**config.mk**
```make
export PLATFORM = sky130hd
export DESIGN_NAME = sorted_key_list_unit
export DESIGN_NICKNAME = d
export VERILOG_FILES = /design/src/design/skl_pkg.sv /design/src/design/skl_cell.sv /design/src/design/sorted_key_list_unit.sv
export SDC_FILE = /design/constraint.sdc
export NUM_CORES = 2
export LEC_CHECK = 0
export ABC_AREA = 1
export BUFFER_PORTS_ARGS = -buffer_cell sky130_fd_sc_hd__buf_2
export CAP_MARGIN = 20
export CORE_MARGIN = 3
export CORE_UTILIZATION = 30
export CTS_CLUSTER_DIAMETER = 150
export DETAILED_ROUTE_END_ITERATION = 8
export PLACE_DENSITY = 0.54
export SETUP_SLACK_MARGIN = 0.3
export SLEW_MARGIN = 25
export SYNTH_ARGS = -nofsm -noshare
export SYNTH_HDL_FRONTEND = slang
export SYNTH_SLANG_ARGS = --single-unit
```
**constraint.sdc**
```tcl
create_clock -name i_clk -period 11.9 [get_ports i_clk]
set_input_delay 1.19 -clock i_clk [delete_from_list [all_inputs] [get_ports i_clk]]
set_output_delay 1.19 -clock i_clk [all_outputs]
set_load 0.01 [all_outputs]
```
**src/design/skl_pkg.sv**
```systemverilog
// ----------------------------------------------------------------------------
// skl_pkg
// shared types, codes and constants for the sorted key list unit
// ----------------------------------------------------------------------------
package skl_pkg;

    localparam int unsigned DEFAULT_CAPACITY = 16;
    localparam int unsigned KEY_W            = 32;
    localparam int unsigned COUNT_FIELD_W    = 5;

    typedef logic signed [KEY_W-1:0] t_key;

    typedef enum logic [0:0] {
        CMD_INSERT = 1'b0,
        CMD_DELETE = 1'b1
    } t_cmd;

    typedef enum logic [1:0] {
        ST_DONE      = 2'd0,
        ST_NOT_FOUND = 2'd1,
        ST_FULL      = 2'd2
    } t_status;

    // input beat
    typedef struct packed {
        logic [0:0] command;
        t_key       key;
    } t_in_beat;

    // result beat
    typedef struct packed {
        logic [1:0]               status;
        logic [COUNT_FIELD_W-1:0] count_after;
        t_key                     smallest_key;
        logic                     store_empty;
    } t_out_beat;

    // broadcast from the top level to every cell
    typedef struct packed {
        logic ins_en;
        logic del_en;
        t_key key;
    } t_cell_ctl;

    // compare flags one cell hands to the next cell down the row
    typedef struct packed {
        logic ge;
        logic seen;
    } t_cell_flags;

endpackage

```
**src/design/skl_cell.sv**
```systemverilog
// ----------------------------------------------------------------------------
// skl_cell
// one slot of the sorted row: compares, then keeps, loads or shifts its key
// ----------------------------------------------------------------------------
module skl_cell
    import skl_pkg::*;
(
    input  logic        i_clk,
    input  t_cell_ctl   i_ctl,
    input  logic        i_occupied,
    input  t_key        i_prev_key,
    input  t_cell_flags i_prev_flags,
    input  t_key        i_next_key,
    output t_key        o_key,
    output t_key        o_key_next,
    output t_cell_flags o_flags
);

    t_key r_key;
    t_key n_key;
    logic w_ge;
    logic w_lt;
    logic w_match;

    // empty slots count as larger than any key so an insert lands there
    assign w_ge    = !i_occupied || (r_key > i_ctl.key);
    assign w_lt    = i_occupied && (r_key < i_ctl.key);
    assign w_match = i_occupied && (r_key == i_ctl.key);

    assign o_flags.ge   = w_ge;
    assign o_flags.seen = i_prev_flags.seen | w_match;

    always_comb begin
        n_key = r_key;
        if (i_ctl.ins_en && w_ge) begin
            n_key = i_prev_flags.ge ? i_prev_key : i_ctl.key;
        end else if (i_ctl.del_en && !w_lt) begin
            n_key = i_next_key;
        end
    end

    always_ff @(posedge i_clk) begin
        r_key <= n_key;
    end

    assign o_key      = r_key;
    assign o_key_next = n_key;

endmodule

```
**src/design/sorted_key_list_unit.sv**
```systemverilog
// ----------------------------------------------------------------------------
// sorted_key_list_unit
// bounded store of signed keys held in ascending order in a row of cells
// ----------------------------------------------------------------------------
// The unit takes one insert or delete beat per clock unless the result side
// is stalling, and returns one result beat for each, registered in the cycle
// after acceptance. Keys live in a row of CAPACITY cells, lowest key in cell
// 0; every cell compares its key with the command key in the same cycle and
// either keeps it, loads the new key, or takes its neighbor's key, so the
// whole row shifts in one step. The rate is set by that step and by the match
// flag that ripples down the row for a delete. A result waiting in the output
// register does not hold up a new command unless the result side is stalling.
// Status: done, delete found no equal key, or insert refused when full.
// ----------------------------------------------------------------------------
module sorted_key_list_unit
    import skl_pkg::*;
#(
    parameter int unsigned CAPACITY = DEFAULT_CAPACITY
) (
    input  logic      i_clk,
    input  logic      i_rst_n,
    input  logic      i_in_valid,
    output logic      o_in_stall,
    input  t_in_beat  i_in_beat,
    output logic      o_out_valid,
    input  logic      i_out_stall,
    output t_out_beat o_out_beat
);

    localparam int unsigned CW = $clog2(CAPACITY + 1);

    // output register and fill count
    logic             r_out_valid;
    logic             n_out_valid;
    t_out_beat        r_out_beat;
    t_out_beat        n_out_beat;
    logic [CW-1:0]    r_count;
    logic [CW-1:0]    n_count;
    logic [CW+COUNT_FIELD_W-1:0] w_count_ext;

    logic             w_accept;
    logic             w_is_insert;
    logic             w_full;
    logic             w_found;
    t_cell_ctl        w_ctl;

    // cell row wiring
    t_key             w_key      [CAPACITY];
    t_key             w_key_next [CAPACITY];
    t_cell_flags      w_flags    [CAPACITY];

    // a new beat can come in unless the result side holds a stalled beat
    assign o_in_stall = r_out_valid && i_out_stall;
    assign w_accept   = i_in_valid && !o_in_stall;

    assign w_is_insert = (i_in_beat.command == CMD_INSERT);
    assign w_full      = (r_count == CW'(CAPACITY));
    // last cell sees every match up the row
    assign w_found     = w_flags[CAPACITY-1].seen;

    assign w_ctl.ins_en = w_accept && w_is_insert && !w_full;
    assign w_ctl.del_en = w_accept && !w_is_insert && w_found;
    assign w_ctl.key    = i_in_beat.key;

    genvar gi;
    generate
        for (gi = 0; gi < CAPACITY; gi++) begin : g_cell
            t_key        w_prev_key;
            t_cell_flags w_prev_flags;
            t_key        w_next_key;

            if (gi == 0) begin : g_head
                // head cell: nothing ahead, always the insert point when ge
                assign w_prev_key   = '0;
                assign w_prev_flags = '0;
            end else begin : g_body
                assign w_prev_key   = w_key[gi-1];
                assign w_prev_flags = w_flags[gi-1];
            end

            if (gi == CAPACITY - 1) begin : g_tail
                // tail slot becomes free on a delete; its value is don't-care
                assign w_next_key = w_key[gi];
            end else begin : g_mid
                assign w_next_key = w_key[gi+1];
            end

            skl_cell u_cell (
                .i_clk        (i_clk),
                .i_ctl        (w_ctl),
                .i_occupied   (CW'(gi) < r_count),
                .i_prev_key   (w_prev_key),
                .i_prev_flags (w_prev_flags),
                .i_next_key   (w_next_key),
                .o_key        (w_key[gi]),
                .o_key_next   (w_key_next[gi]),
                .o_flags      (w_flags[gi])
            );
        end
    endgenerate

    always_comb begin
        n_count = r_count;
        if (w_ctl.ins_en) begin
            n_count = r_count + CW'(1);
        end else if (w_ctl.del_en) begin
            n_count = r_count - CW'(1);
        end
    end

    // count field carries only its low bits
    assign w_count_ext = {{COUNT_FIELD_W{1'b0}}, n_count};

    always_comb begin
        n_out_beat = r_out_beat;
        if (w_accept) begin
            if (w_is_insert) begin
                n_out_beat.status = w_full ? ST_FULL : ST_DONE;
            end else begin
                n_out_beat.status = w_found ? ST_DONE : ST_NOT_FOUND;
            end
            n_out_beat.count_after  = w_count_ext[COUNT_FIELD_W-1:0];
            n_out_beat.store_empty  = (n_count == '0);
            n_out_beat.smallest_key = (n_count == '0) ? '0 : w_key_next[0];
        end
    end

    always_comb begin
        if (w_accept) begin
            n_out_valid = 1'b1;
        end else begin
            n_out_valid = r_out_valid && i_out_stall;
        end
    end

    always_ff @(posedge i_clk) begin
        if (!i_rst_n) begin
            r_out_valid <= 1'b0;
            r_count     <= '0;
        end else begin
            r_out_valid <= n_out_valid;
            r_count     <= n_count;
        end
    end

    always_ff @(posedge i_clk) begin
        r_out_beat <= n_out_beat;
    end

    assign o_out_valid = r_out_valid;
    assign o_out_beat  = r_out_beat;

endmodule

```
==> summary.md <==
| Metric | Value |
|---|---|
| Status | `completed` |
| Fin. Hold Viols | `0` |
| Data required, critical path | `12.22 ns` |
| Dpl cells | `7142` |
| H-Tree Depth | `3` |
| Area growth syn-to-layout | `11.3%` |
| Grt ovf | `0` |
| CTS root buf | `clkbuf_16` |
| RSZ-0062 raised after global routing | `no` |
| Buffers added on ports | `78` |
| Initial antenna violation count | `8` |
| Fin crit share | `52.8%` |
| F_max | `159 MHz` |
| Mapped Area | `41800 µm²` |
| Worst path cell trace | `buf_2 > inv_1 > buf_4 > ha_1 > a21oi_1 > o21ai_0 > a21oi_1 > o21ai_0 > nand2_1 > nand2_1 > or2_2 > nand3_1 > buf_4 > nand2_1 > buf_4 > nor2_2 > buf_4 > clkinv_1 > nand2_1 > buf_4` |
| DRC viols | `0` |
| First-pass GRT wire length | `217 mm` |
| DR vias | `37109` |
| Die span in x | `379 µm` |
| P_leak | `20.5 nW` |
| Synth top area cells | `edfxtp_1 37%, nand2_1 19%, ha_1 15%, nand3_1 6.1%, nand3b_1 5.6%` |
| Post-DP HPWL | `104 mm` |
| Ys flop type | `edfxtp_1` |
| Yosys reg bits | `558` |
| Vert. Die Dim | `379 µm` |
| Layout cells sized above 1 | `6.27%` |
| Largest net degree at the start of global routing | `65` |
| Max-Cap Viols | `0` |
| DR WL/cell | `19.3 µm` |
| Tmin final | `6.28 ns` |
| Number of synthesized flops with an enable pin | `520` |
| Total track usage | `19.2%` |
| Final worst slack | `5.62 ns` |
| CTS resizes | `0` |
| Distinct cells, synth | `40` |
| Total Wirelength | `140 mm` |
| Top delay family on crit path | `buffers and inverters` |
| CTS Buf Count | `70` |
| Startpoint Class | `input pin` |
| Power consumption | `5.54 mW` |
| Vias in the first global route | `36071` |
| Pins Over Slew Limit | `0` |
| Clk slew on worst S/H paths | `0.06 ns` |
| Worst setup EP type | `flip-flop` |
| Post-synth net total | `5918` |
| CP Buf/Inv Count | `8` |
| Die Area | `144000 µm²` |
| Crit path max-delay cell type | `nand2_1` |
| Sequential-to-total area share from yosys stat | `39.2%` |
| Final nets | `5904` |
| Initial core utilization | `30.3%` |
| Placed inst area | `44300 µm²` |
| Fin Hold WS | `0.493 ns` |
| GP Congestion | `0.904` |
| CP Class | `input pin to flip-flop` |
| Post-Syn Instances | `5365` |
| Relative slew slack | `34.5%` |
| Post-layout util | `33.7%` |
| Synth area leader | `edfxtp_1` |
| Detail Route Antenna Nets | `0` |
| CTS tree | `yes` |
| Clk sink count | `558` |
| Min-delay worst type | `flip-flop to flip-flop` |
| Final setup fails | `0` |
| Pwr dens | `119 nW/µm²` |
| Critical path peak fanout | `36` |
| Drt pass-1 iters | `6` |
| Num rows | `136` |
| Async SR Flop Fraction | `0%` |
| Final TNS setup | `0 ns` |
| Core Box Area | `138000 µm²` |
| Max incr delay on CP | `0.94 ns` |
| Clock skew | `0.0278 ns` |
| Post-CTS setup buffer count | `0` |
| Synth top area share | `37.4%` |
| Slew @ Worst Pin | `0.976 ns` |
| Post-CTS Hold Fix Bufs | `0` |
| Cell mode on critical path | `buf_4` |
| Final Non-Filler Cells | `7271` |
| Via density | `5.10` |
| Final instance area | `46500 µm²` |
| Syn Area/Cell | `7.79 µm²` |
| CTS Buffer Depth | `3` |
| I/O pin count | `79` |
| Yosys warns | `0` |
| Worst VDD drop | `88.8 µV` |
| Clk Latency, worst-skew pair | `0.65 ns` |
| CP Data Arrival Time | `6.60 ns` |
| Drt initial violations | `3325` |
| Pre-CTS setup slack | `5.35 ns` |
synthesized netlist by cell type (2+ instances only):
library cell / instances
edfxtp_1: 520
nor2_1: 324
a211oi_1: 22
nand2_2: 5
or2_2: 5
dfxtp_1: 38
nand3_2: 3
nor2_4: 2
nand3b_1: 310
buf_1: 9
inv_1: 211
nand3_1: 508
a21oi_1: 296
ha_1: 516
o21ai_1: 26
nand2_1: 2079
o21ai_0: 165
nand4_1: 4
inv_2: 12
a21oi_2: 2
o21bai_1: 2
nor3_1: 3
o211ai_1: 20
nor2_2: 6
o21a_1: 9
buf_2: 33
o221ai_1: 5
buf_4: 2
buf_6: 6
clkbuf_1: 212
placed cells by master (no fill, tap or decap), drive strengths merged, types with 3 or more instances in the layout:
cell and n:
o21ai 191, inv 223, bufinv 5, buf 176, edfxtp 520, nand3 512
o21a 9, clkbuf 91, or2 5, ha 516, a21oi 298, nand4 4
o211ai 20, a211oi 22, nand2 2084, o221ai 5, nand3b 310, dfxtp 38
nor3 3, nor2 332, clkinvlp 3, clkinv 29
registers in the layout, indices dropped and copies added, names as in the netlist:
register             cells
o_out_valid              1
o_out_beat              40
g_cell.u_cell.o_key    512
r_count                  5
final cells by class:
type / instances / area (µm²)
antenna: 2 / 5.00
clock buffer: 91 / 1930
clock inverter: 36 / 317
fill: 14500 / 91500
inverter: 224 / 841
multi-input combinational: 4321 / 23600
sequential: 558 / 16400
tap: 1863 / 2330
timing repair buffer: 176 / 1130
worst min-delay path: cells and delay by family (launching register included):
kind / cells / cell delay [ns]
DFF: 1 / 0.31
AOI/OAI and AO/OA: 1 / 0.06
and+or+nand+nor: 1 / 0.08
cells by family (layout without fill, tap and decap cells):
family / after synthesis / count (layout) / synth area share, %
simple gates: 3252 / 3252 / 33.8
flops: 558 / 558 / 39.2
compound gates: 553 / 553 / 7.04
fa+ha+maj: 516 / 516 / 15.4
buf+inv: 486 / 527 / 4.59
other cells: 0 / 2 / 0
metal layers:
metal | part of all wire [%] | global-route usage, %
met3 | 6.1 | 2.93
met5 | 0.0093 | 0
met1 | 45 | 25.4
met2 | 46 | 32.3
met4 | 2.9 | 5.36
path summary, 6_finish.rpt:
path / slack, ns / cells past startpoint / startpoint / to
max reg2reg: 6.34 / 19 / g_cell[8].u_cell.o_key[1] / g_cell[8].u_cell.o_key[5]
min: 0.49 / 2 / o_out_valid / o_out_valid
min reg2reg: 0.49 / 2 / o_out_valid / o_out_valid
max: 5.62 / 20 / i_in_beat[5] / g_cell[8].u_cell.o_key[5]
where the power goes:
| group | switching [mW] | leakage (nW) | total (mW) | internal [mW] |
|---|---|---|---|---|
| logic | 0.639 | 14.1 | 0.972 | 0.333 |
| clock network | 0.912 | 1.09 | 2.16 | 1.25 |
| registers | 0.0935 | 5.22 | 2.40 | 2.31 |
Power figures use the tool's default switching activity.
